<file path="config.mk">
export PLATFORM = sky130hd
export DESIGN_NAME = sgm_isqrt
export DESIGN_NICKNAME = d
export VERILOG_FILES = /design/src/rtl/core/scharr_gradient_magnitude_core_defines.svh /design/src/rtl/core/sgm_pkg.sv /design/src/rtl/core/sgm_isqrt.sv
export SDC_FILE = /design/constraint.sdc
export NUM_CORES = 1
export LEC_CHECK = 0
export BUFFER_PORTS_ARGS = -buffer_cell sky130_fd_sc_hd__buf_4
export CAP_MARGIN = 20
export CORE_UTILIZATION = 50
export DETAILED_ROUTE_END_ITERATION = 7
export GPL_ROUTABILITY_DRIVEN = 0
export PLACE_DENSITY_LB_ADDON = 0.08
export SYNTH_ARGS = -nofsm -noshare
export SYNTH_HDL_FRONTEND = slang
export SYNTH_SLANG_ARGS = --single-unit
</file>
<file path="constraint.sdc">
create_clock -name clk -period 13.5 [get_ports clk]
set_input_delay 2.025 -clock clk [delete_from_list [all_inputs] [get_ports clk]]
set_output_delay 2.025 -clock clk [all_outputs]
set_load 0.01 [all_outputs]
</file>
<file path="src/rtl/core/scharr_gradient_magnitude_core_defines.svh">
// assertion macros for the scharr gradient magnitude core
`ifndef SCHARR_GRADIENT_MAGNITUDE_CORE_DEFINES_SVH
`define SCHARR_GRADIENT_MAGNITUDE_CORE_DEFINES_SVH
// property that must hold at every edge out of reset
`define SGM_ASSERT(label, prop, msg) \
  label: assert property (@(posedge clk) disable iff (rst) (prop)) else $error(msg);
// implication checked at the next edge
`define SGM_ASSERT_NEXT(label, ante, cons, msg) \
  label: assert property (@(posedge clk) disable iff (rst) (ante) |=> (cons)) else $error(msg);
`endif

</file>
<file path="src/rtl/core/sgm_pkg.sv">
// shared types, constants and a function for the scharr gradient magnitude core
package sgm_pkg;
  localparam int MaxWidth = 1024;
  localparam int ColW = $clog2(MaxWidth);
  localparam logic [1:0] RegWidth  = 2'd0;
  localparam logic [1:0] RegHeight = 2'd1;

  typedef logic [23:0] pixel_t;

  typedef struct packed {
    logic [7:0] red;
    logic [7:0] green;
    logic [7:0] blue;
    logic       last;
  } result_t;

  // one scharr gradient (gx, or gy by argument order) of one channel over a 3x3 window
  function automatic logic signed [12:0] scharr_gx(input logic [7:0] a0, input logic [7:0] a1,
                                                    input logic [7:0] a2, input logic [7:0] c0,
                                                    input logic [7:0] c1, input logic [7:0] c2);
    logic signed [12:0] t, b;
    t = 13'(a0) * 13'sd3 + 13'(a1) * 13'sd10 + 13'(a2) * 13'sd3;
    b = 13'(c0) * 13'sd3 + 13'(c1) * 13'sd10 + 13'(c2) * 13'sd3;
    return t - b;
  endfunction
endpackage

</file>
<file path="src/rtl/core/sgm_isqrt.sv">
// sequential integer square root of three channels, one bit per cycle, saturated
module sgm_isqrt import sgm_pkg::*; (
  input  logic        clk,
  input  logic        rst,
  input  logic        start,
  input  logic [16:0] sq_r,
  input  logic [16:0] sq_g,
  input  logic [16:0] sq_b,
  output logic        busy,
  output logic        done,
  output logic [7:0]  root_r,
  output logic [7:0]  root_g,
  output logic [7:0]  root_b
);
  logic [16:0] vr, vg, vb;
  logic [7:0]  bitm;
  logic [7:0]  tr, tg, tb;

  assign tr = root_r | bitm;
  assign tg = root_g | bitm;
  assign tb = root_b | bitm;

  always_ff @(posedge clk) begin
    if (rst) begin
      busy <= 1'b0;
      done <= 1'b0;
    end else begin
      done <= 1'b0;
      if (start) begin
        busy <= 1'b1;
        bitm <= 8'h80;
        vr <= sq_r; vg <= sq_g; vb <= sq_b;
        root_r <= '0; root_g <= '0; root_b <= '0;
      end else if (busy) begin
        if (vr[16]) root_r <= 8'hff;
        else if (16'(tr) * 16'(tr) <= vr[15:0]) root_r <= tr;
        if (vg[16]) root_g <= 8'hff;
        else if (16'(tg) * 16'(tg) <= vg[15:0]) root_g <= tg;
        if (vb[16]) root_b <= 8'hff;
        else if (16'(tb) * 16'(tb) <= vb[15:0]) root_b <= tb;
        bitm <= bitm >> 1;
        if (bitm[0]) begin
          busy <= 1'b0;
          done <= 1'b1;
        end
      end
    end
  end
endmodule

</file>
# --- Word level (Yosys, flattened, before mapping) ---
# Cells that the tools add are included.
word_totals:
  ff_bits: 85
  out_inout_bits: 26
  word_cells: 44
  in_bits: 54
op_classes:
  mul: 3
  n_reduce_logical: 10
  bitwise_logic: 5
  n_mux: 14
  n_lt_le_gt_ge: 3
op_table:
  columns: ["operator", "n"]
  rows:
  - ["$mux W8", 10]
  - ["$le A16 B16 Y1", 3]
  - ["$mul A8 B8 Y16", 3]
  - ["$or A8 B8 Y8", 3]
  - ["$reduce_and A3 Y1", 3]
  - ["$reduce_bool A3 Y1", 3]
  - ["$mux W1", 4]
  - ["$reduce_and A2 Y1", 2]
  - ["$reduce_or A3 Y1", 1]
  - ["$not A1 Y1", 2]
  - ["$reduce_bool A2 Y1", 1]

# --- Longest topological paths before layout ---
logic_depth:
  ltp_word: 6
  depth_mapped: 23
  mapped_depth_nobuf: 22

# --- Least setup slack after synthesis ---
# No wires, ideal clock.
synth_timing:
  kind: "register -> register"
  startpoint: "register bitm[6]"
  endpoint: "register root_b[0], enable pin"
  arrival_ps: 5732
  setup_slack_ps: 7392
  stages_incl_launch_ff: 23
  setup_time_ps: 376
  path_buffers: 1
  path_cell_list: "edfxtp_1 -> buf_2 -> or2_2 -> o21ai_0 -> inv_1 -> fa_1 -> fa_1 -> inv_1 -> fa_1 -> fa_1 -> inv_1 -> ha_1 -> o211ai_1 -> a21oi_1 -> a31oi_1 -> a311oi_1 -> o211ai_1 -> ha_1 -> and4_1 -> nand2_1 -> nor3_1 -> a211oi_1 -> o211ai_1"
synth_via:
  elab_chain_len: 5
synth_rtl:
  columns: ["element", "line", "text"]
  rows:
  - ["from (decl)", "sgm_isqrt.sv:16", "logic [7:0] bitm;"]
  - ["from (signal assigned)", "sgm_isqrt.sv:41", "bitm <= bitm >> 1;"]
  - ["$or A8 B8 Y8", "sgm_isqrt.sv:21", "assign tb = root_b | bitm;"]
  - ["$mul A8 B8 Y16", "sgm_isqrt.sv:40", "else if (16'(tb) * 16'(tb) <= vb[15:0]) root_b <= tb;"]
  - ["$le A16 B16 Y1", "sgm_isqrt.sv:40", null]
  - ["$reduce_bool A3 Y1 (no line)", null, null]
  - ["$reduce_and A3 Y1 (no line)", null, null]
  - ["to (signal assigned)", "sgm_isqrt.sv:40", null]
  - ["to (decl)", "sgm_isqrt.sv:13", "output logic [7:0] root_b"]
# No other way between the ends.
# A chain may end at the register's enable or synchronous reset.

# --- Worst setup path in the final report ---
layout_timing:
  startpoint: "register bitm[1]"
  endpoint: "register root_b[3], enable pin"
# The elaborated chain is that of the path after synthesis.

==> metrics <==
status completed; area of the multi-input gates 5722 µm²; Data arrival, critical path 7120 ps; leading area contributor after synthesis edfxtp_1; Primary FF master, synth edfxtp_1; warnings from Yosys 0; IO buf count 79; count of different cell masters after synthesis 52; Storage cell area 2532 µm²; area share of the largest cell type after synthesis 0.2759; Post-DRT Antenna Nets 0; largest cells by area after synthesis edfxtp_1 (28%), ha_1 (18%), fa_1 (17%); CP startpoint bitm[1]; Post-synth EDFFs 83; mapped cell area 9034 µm²; vias per cell 5.353; Slew headroom 0.4129; post-synthesis sequential area ratio 0.2803; worst min-delay path class flip-flop to flip-flop; final setup violation count 0; setup_tns 0 ps; Req. time, crit path 13480 ps; max-cap violation count 0; dpl cell area 9831 µm²; Crit Path Max Fanout 14; FP Rows 48; Die X 136.4 µm; R2R cell count 20; final worst path period share 0.5288; crit-path max cell delay just under 700 ps; post-cts hold buffer count 0; final non-filler cell total 1264; H-tree Lvls 3; antenna cells 0; Filler Cells Inserted about 1600; CTS clk-pin slew, worst paths 80 ps; DR iter-0 viols between 400 and 500; slowest stage cell, crit path o211ai_1; post-synthesis sequential element count 85; share of cells above drive strength 1 0.09913; hpwl dp 15950 µm; reg2reg end root_b[3]; worst-path cell chain nor2_1 > nor2_1 > fa_1 > fa_1 > inv_1 > fa_1 > fa_1 > inv_1 > ha_1 > o211ai_1 > a21oi_1 > a31oi_1 > a311oi_1 > o211ai_1 > ha_1 > and4_1 > nand2_1 > nor3_1 > a211oi_1 > o211ai_1; CTS max path bufs 2; syn nets 1221; crit-path most repeated cell fa_1; Setup crit end kind flip-flop; DRT Wirelength 19380 µm; skew final between 8 and 9 ps; Final Hold Fails 0; Die Y 136.4 µm; post-route cell area 10130 µm²; Syn Inst Count 963; Critical Path End root_b[3]; io pins 80; number of global-route vias before repair roughly 6400; DRC 0; Peak Freq 0.1401 GHz; dpl cells 1248; Reg-to-Reg Start bitm[1]; fin. max-slew vios 0; worst-margin pin slew between 800 and 900 ps; R2R setup slack 6360 ps; Total Routing Usage GR 0.2223; clk_lat worst skew 360 ps; grt total ovfl 0; vias post-DR around 6800; largest net degree at the start of global routing between 40 and 50; fin crit period 7139 ps; clk root buf clkbuf_16; CTS Sinks 85; Detailed Routing Iterations Pass 1 5; Final nets 1292; synthesis-to-finish area growth 12.15%; syn_area_per_cell 9.381 µm²; setup bufs post-CTS 0; initial antenna violation count 0; CP Launch Type flip-flop; Num CTS Buffers 9; Core ar. 17480 µm²; critical setup path kind flip-flop to flip-flop; first-pass GRT wire length 31540 µm; asr flop ratio synth 0; RSZ-0062 raised after global routing false; CTS tree built; routed len/inst 15.34 µm; Die ar. 18610 µm²; post-CTS sizing 0; starting density of the core 0.5169
layout by cell type, fill, tap and decap left out, types with 18 or more instances in the layout:
cell / count
o21ai_0: 30
nor3_1: 39
xnor2_1: 29
edfxtp_1: 83
fa_1: 75
o211ai_1: 18
nor2_1: 136
nand2_1: 38
inv_1: 185
a21oi_1: 45
ha_1: 129
buf_4: 80
cell type report:
| class | instances | area share |
|---|---|---|
| multi-input cells | 673 | 0.5648 |
| flip-flops and latches | 85 | 0.2500 |
| inverters | 185 | 0.06854 |
| repair buffers | 80 | 0.05928 |
| well taps | 225 | 0.02779 |
| clock buffers | 9 | 0.02223 |
| clock inverters | 7 | 0.007410 |
cell families (layout without fill, tap and decap cells):
logic type | Yosys count | count (layout) | share of synthesized area
AND/OR/NAND/NOR | 284 | 284 | 0.1453
buffers and inverters | 205 | 281 | 0.08712
adder cells (fa/ha/maj) | 204 | 204 | 0.3449
AO/OA/AOI/OAI | 145 | 145 | 0.1036
flip-flops | 85 | 85 | 0.2803
XOR/XNOR | 40 | 40 | 0.03878
per-stage QoR:
stage | utilization | setup WS (ps) | hold WS [ps]
4_1_cts | 0.5797 | 6377 | 496.2
5_1_grt | 0.5797 | 5818 | 517.4
2_1_floorplan | - | 7392 | 480.8
6_report | 0.5797 | 6361 | 503.3
3_5_place_dp | 0.5625 | 6399 | 497.3
3_3_place_gp | 0.5625 | 6464 | 510.0
layer usage:
layer	wire, µm	vias up	global-route usage	part of all wire
li1	-	3375	-	-
met4	244	0	0.05370	0.013
met5	0	-	0	0
met1	9362	3195	0.3201	0.48
met2	8655	180	0.3440	0.45
met3	1122	16	0.04101	0.058
flip-flops by register name, indices dropped and copies added, names as in the netlist:
signal  cells
done        1
root_b      8
vr         17
root_r      8
vg         17
root_g      8
vb         17
bitm        8
busy        1
worst min-delay path by stage:
stage,endpoint,cells after the start,from
global placement,done,2,busy
floorplan,done,2,busy
CTS,done,2,busy
detailed placement,done,2,busy
finish,done,2,busy
global route,done,2,busy
synth_stat cells (all sizes together), types with 5 or more instances:
library cell and number:
clkbuf 16, o22ai 8, xor2 11, nor4 5
nor3 39, nor2 136, edfxtp 83, nor2b 14
o21ai 31, o211ai 18, nand2 38, fa 75
a21oi 46, a21o 15, ha 129, nand3 14
nand2b 9, inv 185, xnor2 29
worst max-delay path: cells and delay by family (launching register included):
family	cells	cell delay, ps
AO/OA/AOI/OAI	7	1870
adder cells (fa/ha/maj)	6	2840
buffers and inverters	2	90
flip-flops	1	620
AND/OR/NAND/NOR	5	1350
Power is not shown: default switching activity piles up to over one toggle a cycle in this logic, so the estimate is an artifact.
